### src/rtl/assert_macros.svh
// Assertion helpers for the RTL, included by mpx_header_parser_unit.
`ifndef ASSERT_MACROS_SVH
`define ASSERT_MACROS_SVH

// Checked only out of reset.
`define MPX_ASSERT(lbl, prop, msg) \
  lbl: assert property (@(posedge clk) disable iff (rst) prop) else $error(msg);

// Checked at every edge, reset included.
`define MPX_ASSERT_ALWAYS(lbl, prop, msg) \
  lbl: assert property (@(posedge clk) prop) else $error(msg);

`endif

### src/rtl/mpxhp_pkg.sv
package mpxhp_pkg;

  // Transfer type codes
  localparam logic [2:0] TT_FULL           = 3'd0;
  localparam logic [2:0] TT_FULL_SMALL     = 3'd1;
  localparam logic [2:0] TT_FRAG_FIRST_SUB = 3'd2;
  localparam logic [2:0] TT_FRAG_LAST      = 3'd4;
  localparam logic [2:0] TT_ABORT          = 3'd6;

  // Longest header: control, fragment number, size, mux id
  localparam logic [2:0] MAX_HEADER_LEN = 3'd6;
  localparam logic [15:0] PAYLOAD_MAX   = 16'hffff;

  typedef struct packed {
    logic        ok;
    logic [2:0]  xfer_type;
    logic [4:0]  txn_tag;
    logic [7:0]  frag_index;
    logic [15:0] total_size;
    logic [15:0] mux_id;
    logic [2:0]  header_length;
    logic [15:0] payload_length;
  } mpxhp_result_t;

endpackage

### src/rtl/mpx_header_parser_unit.sv
// Multiplexing IE header parser.
// Input channel: one element byte per beat (data_byte) with end_of_element
// on the final byte; a beat moves when in_valid is high and in_stall low.
// Output channel: one result beat per element, issued for its final byte,
// moved when out_valid is high and out_stall low.
// Throughput: one byte per cycle while in_stall is low; the per-byte update
// is a single pass of logic into the parser state registers.
// The result is registered into the output register, or into the skid
// register while the output register holds a result not yet taken.
// A two-entry output buffer (output register plus skid register) lets
// bytes keep flowing while one result waits; in_stall rises only when both
// entries hold results, and drops as soon as the receiver takes one.
// Reset (rst, synchronous) clears the parser to the start of an element
// and empties the output buffer.
module mpx_header_parser_unit (
  input  logic        clk,
  input  logic        rst,
  input  logic        in_valid,
  output logic        in_stall,
  input  logic [7:0]  data_byte,
  input  logic        end_of_element,
  output logic        out_valid,
  input  logic        out_stall,
  output logic        ok,
  output logic [2:0]  xfer_type,
  output logic [4:0]  txn_tag,
  output logic [7:0]  frag_index,
  output logic [15:0] total_size,
  output logic [15:0] mux_id,
  output logic [2:0]  header_length,
  output logic [15:0] payload_length
);
  import mpxhp_pkg::*;

  `include "assert_macros.svh"

  logic          accept;
  logic          res_valid;
  mpxhp_result_t res;
  mpxhp_result_t out_res;
  mpxhp_result_t skid_res;
  logic          skid_valid;
  logic          take;

  assign in_stall = skid_valid;
  assign accept   = in_valid && !in_stall;
  assign take     = out_valid && !out_stall;

  mpxhp_core u_core (
    .clk            (clk),
    .rst            (rst),
    .accept         (accept),
    .data_byte      (data_byte),
    .end_of_element (end_of_element),
    .res_valid      (res_valid),
    .res            (res)
  );

  // Output buffer control
  always_ff @(posedge clk) begin
    if (rst) begin
      out_valid  <= 1'b0;
      skid_valid <= 1'b0;
    end else if (take) begin
      if (skid_valid) begin
        skid_valid <= 1'b0;
      end else begin
        out_valid <= res_valid;
      end
    end else if (res_valid) begin
      if (!out_valid) out_valid <= 1'b1;
      else skid_valid <= 1'b1;
    end
  end

  // Output buffer payload
  always_ff @(posedge clk) begin
    if (take) begin
      out_res <= skid_valid ? skid_res : res;
    end else if (res_valid) begin
      if (!out_valid) out_res <= res;
      else skid_res <= res;
    end
  end

  assign ok              = out_res.ok;
  assign xfer_type       = out_res.xfer_type;
  assign txn_tag         = out_res.txn_tag;
  assign frag_index      = out_res.frag_index;
  assign total_size      = out_res.total_size;
  assign mux_id          = out_res.mux_id;
  assign header_length   = out_res.header_length;
  assign payload_length  = out_res.payload_length;

  `MPX_ASSERT_ALWAYS(a_skid_needs_out, skid_valid |-> out_valid, "skid full with output empty")
  `MPX_ASSERT(a_skid_fill, $rose(skid_valid) |-> $past(out_valid && out_stall && res_valid), "skid filled without a waiting result")
  `MPX_ASSERT(a_skid_drain, (skid_valid && !out_stall) |=> (out_valid && !skid_valid), "skid entry not moved to output")

endmodule

### src/rtl/mpxhp_core.sv
module mpxhp_core (
  input  logic                   clk,
  input  logic                   rst,
  input  logic                   accept,
  input  logic [7:0]             data_byte,
  input  logic                   end_of_element,
  output logic                   res_valid,
  output mpxhp_pkg::mpxhp_result_t res
);
  import mpxhp_pkg::*;

  logic [2:0]  byte_pos, byte_pos_next;
  logic [2:0]  type_code, type_code_next;
  logic [4:0]  txn_id, txn_id_next;
  logic [7:0]  frag_num, frag_num_next;
  logic [15:0] size_field, size_field_next;
  logic [15:0] mux_field, mux_field_next;
  logic [2:0]  need, need_next;
  logic        type_bad, type_bad_next;
  logic [15:0] payload_count, payload_count_next;
  logic [2:0]  need_eff;
  logic        ok;

  // Per-byte state update
  always_comb begin
    byte_pos_next      = byte_pos;
    type_code_next     = type_code;
    txn_id_next        = txn_id;
    frag_num_next      = frag_num;
    size_field_next    = size_field;
    mux_field_next     = mux_field;
    need_next          = need;
    type_bad_next      = type_bad;
    payload_count_next = payload_count;
    need_eff           = need;
    if (byte_pos == 3'd0) begin
      type_code_next = data_byte[2:0];
      txn_id_next    = data_byte[7:3];
      byte_pos_next  = 3'd1;
      unique case (data_byte[2:0])
        TT_FULL:                        need_next = 3'd3;
        TT_FULL_SMALL:                  need_next = 3'd1;
        TT_FRAG_FIRST_SUB, TT_FRAG_LAST: need_next = 3'd2;
        TT_ABORT:                       need_next = 3'd1;
        default: begin
          need_next     = 3'd1;
          type_bad_next = 1'b1;
        end
      endcase
    end else if (!type_bad) begin
      // abort carries a size only when more bytes follow the control byte
      if (type_code == TT_ABORT && byte_pos == 3'd1) need_eff = 3'd3;
      need_next = need_eff;
      if (byte_pos < need_eff && byte_pos < MAX_HEADER_LEN) begin
        byte_pos_next = byte_pos + 3'd1;
        if (type_code == TT_FULL) begin
          if (byte_pos == 3'd1) mux_field_next[7:0] = data_byte;
          else if (byte_pos == 3'd2) mux_field_next[15:8] = data_byte;
        end else if (type_code == TT_ABORT) begin
          if (byte_pos == 3'd1) size_field_next[7:0] = data_byte;
          else if (byte_pos == 3'd2) size_field_next[15:8] = data_byte;
        end else begin
          unique case (byte_pos)
            3'd1: begin
              frag_num_next = data_byte;
              need_next     = (data_byte == 8'd0) ? MAX_HEADER_LEN : 3'd2;
            end
            3'd2: size_field_next[7:0]  = data_byte;
            3'd3: size_field_next[15:8] = data_byte;
            3'd4: mux_field_next[7:0]   = data_byte;
            3'd5: mux_field_next[15:8]  = data_byte;
            default: ;
          endcase
        end
      end else if (payload_count != PAYLOAD_MAX) begin
        payload_count_next = payload_count + 16'd1;
      end
    end
  end

  // Result for the closing byte; all zero unless ok
  assign ok        = !type_bad_next && (byte_pos_next >= need_next);
  assign res_valid = accept && end_of_element;

  always_comb begin
    res = '0;
    if (ok) begin
      res.ok              = 1'b1;
      res.xfer_type       = type_code_next;
      res.txn_tag         = txn_id_next;
      res.frag_index      = frag_num_next;
      res.total_size      = size_field_next;
      res.mux_id          = mux_field_next;
      res.header_length   = need_next;
      res.payload_length  = payload_count_next;
    end
  end

  // Parser state; cleared on reset and after the closing byte of each element
  always_ff @(posedge clk) begin
    if (rst || (accept && end_of_element)) begin
      byte_pos      <= 3'd0;
      type_code     <= 3'd0;
      txn_id        <= 5'd0;
      frag_num      <= 8'd0;
      size_field    <= 16'd0;
      mux_field     <= 16'd0;
      need          <= 3'd1;
      type_bad      <= 1'b0;
      payload_count <= 16'd0;
    end else if (accept) begin
      byte_pos      <= byte_pos_next;
      type_code     <= type_code_next;
      txn_id        <= txn_id_next;
      frag_num      <= frag_num_next;
      size_field    <= size_field_next;
      mux_field     <= mux_field_next;
      need          <= need_next;
      type_bad      <= type_bad_next;
      payload_count <= payload_count_next;
    end
  end

endmodule
### config.mk
export PLATFORM = sky130hd
export DESIGN_NAME = mpx_header_parser_unit
export DESIGN_NICKNAME = d
export VERILOG_FILES = /design/src/rtl/mpxhp_pkg.sv /design/src/rtl/mpx_header_parser_unit.sv /design/src/rtl/mpxhp_core.sv
export VERILOG_INCLUDE_DIRS = /design/src /design/src/rtl
export SDC_FILE = /design/constraint.sdc
export NUM_CORES = 1
export LEC_CHECK = 0
export ABC_AREA = 1
export BUFFER_PORTS_ARGS = -buffer_cell sky130_fd_sc_hd__buf_2
export CORE_MARGIN = 3
export CORE_UTILIZATION = 55
export DETAILED_ROUTE_END_ITERATION = 8
export PLACE_DENSITY = 0.83
export SETUP_SLACK_MARGIN = 0.05
export SYNTH_ARGS = -nofsm -noshare
export SYNTH_HDL_FRONTEND = slang
export SYNTH_SLANG_ARGS = --single-unit
### constraint.sdc
create_clock -name clk -period 7.8 [get_ports clk]
set_clock_uncertainty 0.1 [all_clocks]
set_input_delay 1.17 -clock clk [delete_from_list [all_inputs] [get_ports clk]]
set_output_delay 1.17 -clock clk [all_outputs]
set_load 0.01 [all_outputs]
# [Word level (Yosys, flattened, before mapping)]
# Cells that the tools add are included.
[totals] regBits=209 in_bits=13 out_inout_bits=70 elab_cells=124
[classes] n_addsub=2 magnitude_cmp=3 n_eq_ne=13 mux=56 bitwise=1 n_reduce_logical=22
[ops] op="$mux 68" count=5
[ops] op="$mux 16" count=14
[ops] op="$mux 8" count=16
[ops] op="$mux 3" count=14
[ops] op="$add 16x1->16 const B" count=1
[ops] op="$ne 16x16->1 const B" count=1
[ops] op="$eq 3x3->1 const B" count=5
[ops] op="$eq 3x2->1 const B" count=3
[ops] op="$logic_not 3->1" count=3
[ops] op="$logic_not 8->1" count=1
[ops] op="$eq 3x1->1 const B" count=2
[ops] op="$logic_and 1x1->1" count=6
[ops] op="$reduce_and 2->1" count=3
[ops] op="$mux 1" count=5
[ops] op="$mux 5" count=1
[ops] op="$reduce_or 5->1" count=1
[ops] op="$pmux 2 s2" count=1
[ops] op="$reduce_or 2->1" count=2
[ops] op="$add 3x1->3 const B" count=1
[ops] op="$ge 3x3->1" count=1
[ops] op="$logic_not 1->1" count=3
[ops] op="$lt 3x3->1" count=1
[ops] op="$lt 3x3->1 const B" count=1
[ops] op="$reduce_and 3->1" count=1
[ops] op="5 further kinds" count=5

# [Longest topological paths before layout]
# Gate-level depths: netlist (run 1).
[logic_depth] ltp_word=17 depth_mapped=23 ltp_nobuf=22

# [Cells and area by module]
# From an unflattened synthesis (run 1), not the netlist that was laid out.
[unflattened] cells_unflattened=1257 hier_area_um2=10361.2
[modules_own_cells] mod="mpxhp_core" n_inst=1 cells_each=885 area_each_um2=5323.9 seq_area_each_um2=1421.4
[modules_own_cells] mod="mpx_header_parser_unit" n_inst=1 cells_each=372 area_each_um2=5037.3 seq_area_each_um2=4124.0

# [Worst setup path after synthesis (run 1)]
# Ideal clock, no wire load.
[synth_timing] path_type="input-to-reg" startpoint="in in_valid" endpoint="reg out_res, in the netlist frag_index[0], enable pin" setup_ns=0.588 arrival_ns=6.275 t_required_ns=7.112 slack_ns=0.837 path_stages=4 path_buffers=0 cell_sequence="nand2_2 clkinv_1 nand2_1 o21ai_0"
[synth_between] elab_chain_cells=4
[synth_lines] item="start: declaration" line="mpx_header_parser_unit.sv:18" text="input logic in_valid,"
[synth_lines] item="$logic_and 1x1->1" line="mpx_header_parser_unit.sv:46" text="assign accept = in_valid && !in_stall;"
[synth_lines] item="$logic_and 1x1->1" line="mpxhp_core.sv:83" text="assign res_valid = accept && end_of_element;"
[synth_lines] item="$reduce_bool 2->1 (no line)"
[synth_lines] item="$reduce_and 2->1 (no line)"
[synth_lines] item="end signal: assignment" line="mpx_header_parser_unit.sv:79" text="out_res <= skid_valid ? skid_res : res;"
[synth_lines] item="end signal: assignment" line="mpx_header_parser_unit.sv:81" text="if (!out_valid) out_res <= res;"
[synth_lines] item="end: declaration" line="mpx_header_parser_unit.sv:40" text="mpxhp_result_t out_res;"
# Every way passes these cells.
# A chain may end at the register's enable or synchronous reset.

# [Worst setup path after layout (run 1)]
[layout_timing] startpoint="reg u_core.byte_pos[1]" endpoint="reg out_res, in the netlist total_size[3] (data pin)"
[layout_between] elab_chain_cells=17 elab_cells_between_ends=36 cone_classes="add/sub (1); order compare (3); eq/ne (2); mux (25); reduce/logical (5)"
[layout_lines] item="start: declaration" line="mpxhp_core.sv:12" text="logic [2:0] byte_pos, byte_pos_next;"
[layout_lines] item="start signal: assignment" line="mpxhp_core.sv:112" text="byte_pos <= byte_pos_next;"
[layout_lines] item="parallel branches: the longest is 10 deep, another holds $lt 3x3->1"
[layout_lines] item="$mux 3 (*)" line="mpxhp_core.sv:36" text="if (byte_pos == 3'd0) begin"
[layout_lines] item="via u_core.need_next[0]" line="mpxhp_core.sv:18" text="logic [2:0] need, need_next;"
[layout_lines] item="$ge 3x3->1 (*)" line="mpxhp_core.sv:82" text="assign ok = !type_bad_next && (byte_pos_next >= need_next);"
[layout_lines] item="$logic_and 1x1->1 (*)" line="mpxhp_core.sv:82"
[layout_lines] item="$mux 68 (*)" line="mpxhp_core.sv:87" text="if (ok) begin"
[layout_lines] item="$mux 68" line="mpx_header_parser_unit.sv:81"
[layout_lines] item="$mux 68" line="mpx_header_parser_unit.sv:80" text="end else if (res_valid) begin"
[layout_lines] item="$mux 68 (*)" line="mpx_header_parser_unit.sv:78" text="if (take) begin"
# Mark *: on every way through the listed nets, which the timed path passes. The select of a mux whose other input is x is not followed.

==> impl_metrics.py, run 1 <==
metrics = {
    "run_status": {
        "status": "complete, no violations",
    },
    "yosys": {
        "synth_seq_area_share_pct": 53.66,
        "synth_top_family_by_area": "simple AND/OR/NAND/NOR gates",
        "async_reset_ff_share_pct": 0,
        "syn_inst": 1295,
        "synth_flop_cell": "edfxtp_1",
        "ys_ff_latch": 209,
        "syn-num-nets": 1319,
        "synthAdderAreaFrac_pct": 1.332,
        "synth-compound-area-share_pct": 14.51,
        "synthSimpleGateAreaFrac_pct": 22.79,
        "yosys.cell_types.count": 32,
        "avgSynthCellArea_sq_um": 7.980,
        "synthMuxAreaShare_pct": 0,
        "ys_warn_count": 0,
        "synth_area_sq_mm": 0.01033,
        "synthXorXnorAreaFrac_pct": 0,
        "synth_edf_count": 136,
    },
    "power_and_ir_drop": {
        "power_frac_comb_pct": 19.2,
        "p_int_w": 0.002096,
        "pwr-share-seq_pct": 44.2,
        "pwr-share-clk_pct": 36.6,
        "p_leak_nw": 5.144,
        "vdd_drop_max_v": 0.0002033,
        "switching_share_pct": 29.68,
        "p_sw_w": 0.0008848,
        "powerDensity_mw_per_mm2": 256.2,
    },
    "placed_design": {
        "place_congestion": 0.9608,
        "hpwlAfterDp_mm": 15.91,
        "io_buffers": 82,
        "place_inst": 1553,
    },
    "worst_setup_path": {
        "worstSetupPathType": "reg2reg",
        "timing.critical_path.slowest_cell_delay_ns": 0.67,
        "timing.rr.start": "u_core.byte_pos[1]",
        "crit_path_max_fanout": 45,
        "worst-path-buf-inv": 6,
        "cp-start-kind": "register",
        "cp_top_family": "simple AND/OR/NAND/NOR gates",
        "crit_path_end_kind": "register",
        "setup.worst_path.end": "total_size[3]",
        "crit_path_start": "u_core.byte_pos[1]",
        "reg2reg_slack_ns": 2.37,
        "path_depth": 23,
        "cpMaxStageDelayCell": "nand2_2",
        "reg2reg_to": "total_size[3]",
        "worstRegToRegCells": 23,
        "crit_chain": "inv_1, ha_1, nand2_4, inv_4, nand2_2, nand2_1, ha_1, nand2_1, nand3_1, inv_1, nand2_4, nor2_4, nand3_2, nand2_1, inv_1, ha_1, nand3_1, o211ai_1, nand2_2, clkinv_1, buf_4, nand3_1, o21ai_0",
        "cp.arrival_ns": 5.55,
        "required_ns": 7.92,
    },
    "routing": {
        "routedWlPerCell_um": 15.72,
        "drc_errors": 0,
        "wl_mm": 25.07,
        "via_per_inst": 5.551,
        "drtPass1Iterations": 6,
        "ant_nets": 0,
        "vias": 8854,
        "drt-initial-drc-count": 816,
    },
    "global_routing": {
        "grt_pass1_wl_mm": 41.31,
        "antenna_found_initial": 0,
        "grt_max_degree": 107,
        "first_global_vias": 8443,
        "overflow": 0,
        "track_usage_pct": 24.55,
    },
    "clocking": {
        "clk-insertion-delay-late_ns": 0.51,
        "cts_made_buffers": 23,
        "post_cts_buffers": 0,
        "cts.sinks": 209,
        "ctsRootBufferMaster": "clkbuf_16",
        "ctsResizeCount": 0,
        "clk_path_buf_depth": 3,
        "clk_pin_slew_ns": 0.06,
        "cts_tree": "yes",
        "holdBufCountCts": 0,
        "h-tree-depth": 1,
    },
    "final_layout": {
        "final_common_cell": "nand2_1",
        "mostFrequentLayoutCells": "384 x nand2_1, 175 x o21ai_0, 136 x inv_1, 136 x edfxtp_1, 95 x nor2_1",
        "num_antenna_cells": 0,
        "post-route-util_pct": 63.90,
        "multi_input_area_sq_mm": 0.004023,
        "n_fill_cell": 1532,
        "final_nets": 1373,
        "finalNonFillerCells": 1595,
        "area_growth_pct": 12.59,
        "layout-drive-gt1-share_pct": 11.35,
        "ff_latch_area_sq_mm": 0.005545,
    },
    "sta": {
        "finalSetupTns_ns": 0,
        "worstMarginPinSlew_ns": 1.014,
        "rsz0062_at_grt": "false",
        "slew-limit-headroom_pct": 32.36,
        "setup_violations": 0,
        "report.final.slew_viol_count": 0,
        "hold_violations": 0,
        "timing.fmax_mhz": 184.2,
        "fin_crit_sh_pct": 69.58,
        "period_needed_ns": 5.428,
    },
    "hold_path": {
        "min_path_type": "reg2reg",
    },
    "floorplanning": {
        "rows": 49,
        "start_util_pct": 56.75,
        "core_sq_mm": 0.01821,
        "io_pins": 83,
        "die_x_um": 143.1,
        "die_y_um": 143.1,
        "dieArea_sq_mm": 0.02047,
    },
    "job": {
        "drv_cap": 0,
    },
}
[worst reg2reg max path, stage by stage, from the launching register on]
cell and delay [ns]:
dfxtp_1 0.44, inv_1 0.12, ha_1 0.25, nand2_4 0.15, inv_4 0.11, nand2_2 0.10
nand2_1 0.07, ha_1 0.29, nand2_1 0.06, nand3_1 0.09, inv_1 0.13, nand2_4 0.10
nor2_4 0.57, nand3_2 0.34, nand2_1 0.20, inv_1 0.07, ha_1 0.29, nand3_1 0.07
o211ai_1 0.11, nand2_2 0.67, clkinv_1 0.19, buf_4 0.32, nand3_1 0.21, o21ai_0 0.10
[synth_stat cells, types with 3 or more instances]
cell / n / area (sq um)
nand3_1: 55 / 275.3
nor3_1: 4 / 20.02
o21ai_1: 33 / 165.2
nor2_1: 97 / 364.1
clkbuf_1: 44 / 165.2
nand4_1: 20 / 125.1
inv_2: 4 / 15.01
inv_1: 136 / 510.5
buf_2: 11 / 55.05
ha_1: 11 / 137.6
dfxtp_1: 73 / 1461
nand2_2: 7 / 43.79
buf_1: 6 / 22.52
nor2_4: 3 / 33.78
a21oi_1: 71 / 355.3
edfxtp_1: 136 / 4084
o211ai_1: 5 / 37.54
o21ai_0: 176 / 880.8
nand2_1: 384 / 1441
[metrics by stage]
stage / worst slack, ns / hold WS [ns] / instance area, sq um / total power, W
after floorplan: 0.8372 / 0.3389 / 10330 / 0.001746
after global placement: 2.630 / 0.3591 / 10880 / 0.001888
after detailed placement: 2.439 / 0.3669 / 10880 / 0.001906
after CTS: 2.403 / 0.3815 / 11630 / 0.002995
after global routing: 1.788 / 0.4326 / 11630 / 0.003128
final: 2.372 / 0.3888 / 11630 / 0.002981
[power groups by stage]
| stage | Combinational [W] | Clock, W | Sequential [W] |
|---|---|---|---|
| 2_1_floorplan | 0.000385 | 0 | 0.00136 |
| 3_3_place_gp | 0.000547 | 0 | 0.00134 |
| 3_5_place_dp | 0.000564 | 0 | 0.00134 |
| 4_1_cts | 0.000570 | 0.00111 | 0.00132 |
| 5_1_grt | 0.000651 | 0.00115 | 0.00133 |
| 6_report | 0.000572 | 0.00109 | 0.00132 |
[area by class of cell]
type,instances,area share (%)
Sequential cell,209,47.66
Multi-Input combinational cell,880,34.57
Clock buffer,27,5.162
Inverter,143,4.635
Timing Repair Buffer,92,4.172
Tap cell,229,2.463
Clock inverter,15,1.333
[flip-flops by register name, summed over array words and instances, names as in the netlist, 5 cells and up]
signal	flops
txn_tag	5
skid_res	68
u_core.frag_num	8
payload_length	16
u_core.txn_id	5
u_core.payload_count	16
frag_index	8
mux_id	16
u_core.mux_field	16
total_size	16
u_core.size_field	16
[worst min-delay path by stage]
stage | from | end | depth (start not counted)
after CTS | u_core.need[0] | u_core.need[0] | 2
after detailed placement | u_core.need[0] | u_core.need[0] | 2
after global placement | u_core.need[0] | u_core.need[0] | 2
final | u_core.need[0] | u_core.need[0] | 2
after global routing | u_core.need[0] | u_core.need[0] | 2
after floorplan | u_core.need[0] | u_core.need[0] | 2
[layer usage]
layer  track usage, %  vias up  routed length (um)
met3            3.918       58                1716
met4            8.054        0                 770
li1                 -     4395                   -
met5                0        -                   0
met2            40.63      342               11660
met1            33.22     4059               10920
[kinds of logic after synthesis]
group	Yosys count
flip-flops	209
buffers and inverters	206
AO/OA/AOI/OAI	293
AND/OR/NAND/NOR	576
adder cells (fa/ha/maj)	11
(Power assumes the default switching activity.)
==> run 2, diff against run 1 <==
--- a/config.mk
+++ b/config.mk
@@ -9,9 +9,9 @@
 export ABC_AREA = 1
 export BUFFER_PORTS_ARGS = -buffer_cell sky130_fd_sc_hd__buf_2
 export CORE_MARGIN = 3
-export CORE_UTILIZATION = 55
+export CORE_UTILIZATION = 54
 export DETAILED_ROUTE_END_ITERATION = 8
-export PLACE_DENSITY = 0.83
+export PLACE_DENSITY = 0.85
 export SETUP_SLACK_MARGIN = 0.05
 export SYNTH_ARGS = -nofsm -noshare
 export SYNTH_HDL_FRONTEND = slang
==> constraint.sdc (replaced) <==
create_clock -name clk -period 4.4 [get_ports clk]
set_clock_uncertainty 0.1 [all_clocks]
set_input_delay 0.66 -clock clk [delete_from_list [all_inputs] [get_ports clk]]
set_output_delay 0.66 -clock clk [all_outputs]
set_load 0.01 [all_outputs]
==> run 2 against run 1 <==
Effect of this change: critical path depth is the same; routed wire length increased by 1.3%; combinational power rose by 85%; final area increased by 0.70%; register-to-register slack worse by 2.0 ns; global-route usage decreased by 0.69 points; sequential cell count is the same.
==> impl_metrics.py, run 2 (synthesis results as in run 1) <==
metrics = {
    "run_status": {
        "status": "complete, no violations",
    },
    "routing": {
        "via_per_inst": 5.589,
        "routedWlPerCell_um": 15.81,
        "wl_mm": 25.39,
        "vias": 8976,
        "drc_errors": 0,
        "drtPass1Iterations": 5,
        "drt-initial-drc-count": 859,
        "ant_nets": 0,
    },
    "worst_setup_path": {
        "worst-path-buf-inv": 6,
        "cp-start-kind": "register",
        "cp_common_cell": "nand2_1",
        "crit_path_end_kind": "register",
        "cpMaxStageDelayCell": "dfxtp_2",
        "required_ns": 4.55,
        "cp.arrival_ns": 4.18,
        "crit_path_start": "u_core.byte_pos[1]",
        "path_depth": 23,
        "crit_chain": "inv_1, ha_1, nand2_4, inv_4, nand2_2, nand2_1, ha_1, nand2_1, nand3_1, inv_1, nand2_4, nor2_4, nand3_2, nand2_1, inv_1, ha_1, nand3_1, o211ai_1, nand2_2, clkinv_1, buf_4, nand4_1, nand2_1",
        "worstRegToRegCells": 23,
        "timing.rr.start": "u_core.byte_pos[1]",
        "setup.worst_path.end": "payload_length[8]",
        "reg2reg_slack_ns": 0.37,
        "worstSetupPathType": "reg2reg",
        "timing.critical_path.slowest_cell_delay_ns": 0.39,
        "cp_top_family": "simple AND/OR/NAND/NOR gates",
        "crit_path_max_fanout": 21,
        "reg2reg_to": "payload_length[8]",
    },
    "power_and_ir_drop": {
        "powerDensity_mw_per_mm2": 447.5,
        "p_leak_nw": 5.196,
        "p_int_w": 0.003696,
        "p_sw_w": 0.001546,
        "vdd_drop_max_v": 0.0003433,
        "switching_share_pct": 29.49,
        "power_frac_comb_pct": 20.3,
        "pwr-share-clk_pct": 35.1,
        "pwr-share-seq_pct": 44.6,
    },
    "clocking": {
        "cts_made_buffers": 23,
        "cts_tree": "yes",
        "clk_pin_slew_ns": 0.06,
        "clk-insertion-delay-late_ns": 0.51,
        "h-tree-depth": 1,
        "ctsRootBufferMaster": "clkbuf_16",
        "clk_path_buf_depth": 3,
        "cts.sinks": 209,
    },
    "global_routing": {
        "globalRouteMet2Util_pct": 41.36,
        "grt_max_degree": 107,
        "busiest_layer": "met2",
        "grt_pass1_wl_mm": 40.48,
        "grt_util_met3_pct": 3.439,
        "overflow": 0,
        "grt_util_met1_pct": 31.09,
        "antenna_found_initial": 0,
        "first_global_vias": 8235,
        "track_usage_pct": 23.86,
    },
    "final_layout": {
        "mostFrequentLayoutCells": "384 x nand2_1, 175 x o21ai_0, 136 x inv_1, 136 x edfxtp_1, 95 x nor2_1",
        "largest_register_ff_count": 68,
        "final_common_cell": "nand2_1",
        "num_antenna_cells": 0,
        "regMostFlops": "skid_res",
        "area_growth_pct": 13.38,
        "layout-drive-gt1-share_pct": 12.13,
        "post-route-util_pct": 63.70,
        "final_nets": 1385,
    },
    "hold_path": {
        "min_path_type": "in2reg",
    },
    "sta": {
        "finalSetupTns_ns": 0,
        "fin_crit_sh_pct": 91.66,
        "rsz0062_at_grt": "false",
        "worstMarginPinSlew_ns": 1.030,
        "timing.fmax_mhz": 248.0,
        "report.final.slew_viol_count": 0,
        "setup_violations": 0,
        "slew-limit-headroom_pct": 31.36,
        "hold_violations": 0,
        "period_needed_ns": 4.033,
    },
    "placed_design": {
        "place_congestion": 0.9232,
        "io_buffers": 82,
        "hpwlAfterDp_mm": 16.50,
    },
    "floorplanning": {
        "start_util_pct": 56.18,
        "dieArea_sq_mm": 0.02083,
        "die_y_um": 144.3,
        "die_x_um": 144.3,
        "io_pins": 83,
        "rows": 49,
        "core_sq_mm": 0.01839,
    },
    "job": {
        "drv_cap": 0,
    },
}
run 2: cell types whose count changed in the layout (fill, tap and decap cells not counted), moves of 2 or more:
cell       delta
clkinv_1      -2
bufinv_16     -2
buf_4        +10
clkbuf_1      +2
run 2: power groups by stage:
stage	Clock, W	Sequential [W]	Combinational, W
after global placement	0	0.00238	0.000998
final	0.00184	0.00234	0.00106
after global routing	0.00193	0.00235	0.00120
after floorplan	0	0.00241	0.000684
after detailed placement	0	0.00238	0.00103
after CTS	0.00186	0.00234	0.00104
run 2: layer usage:
layer	wire length, um	vias to the layer above
li1	-	4422
met1	10460	4142
met2	12550	363
met3	1711	49
met4	662	0
met5	0	-
run 2: cell type report:
cell class              count  area (sq um)
flip-flops and latches    209          5547
repair buffers            104         591.8
inverters                 143         539.3
fillers                  1564          6676
multi-input cells         880          4030
clock buffers              31         646.9
clock inverters            10         75.07
well taps                 229         286.5
run 2: what timing repair did:
action,4_1_cts,5_1_grt
hold buffers,0,0
setup buffers,0,4
resized for setup,0,3
setup endpoints to repair,0,88
endpoints found under the hold margin,0,0
run 2: worst min-delay path by stage:
stage	from	to	slack [ns]	depth (start not counted)
5_1_grt	rst	out_valid	0.26	2
3_5_place_dp	u_core.need[0]	u_core.need[0]	0.37	2
6_report	rst	out_valid	0.24	2
2_1_floorplan	u_core.need[0]	u_core.need[0]	0.34	2
3_3_place_gp	u_core.need[0]	u_core.need[0]	0.36	2
4_1_cts	rst	out_valid	0.24	2
run 2: per-stage QoR:
step | hold WS [ns] | std cells | total power (W) | worst slack [ns] | instance area (sq um)
detailed placement | 0.3651 | 1561 | 0.003407 | 0.2375 | 10950
floorplan | 0.3389 | 1295 | 0.003090 | 0.7376 | 10340
finish | 0.2408 | 1606 | 0.005242 | 0.3669 | 11720
CTS | 0.2355 | 1602 | 0.005238 | 0.2183 | 11670
global placement | 0.3602 | 1561 | 0.003374 | 0.3571 | 10950
global route | 0.2570 | 1606 | 0.005481 | 0.06802 | 11720
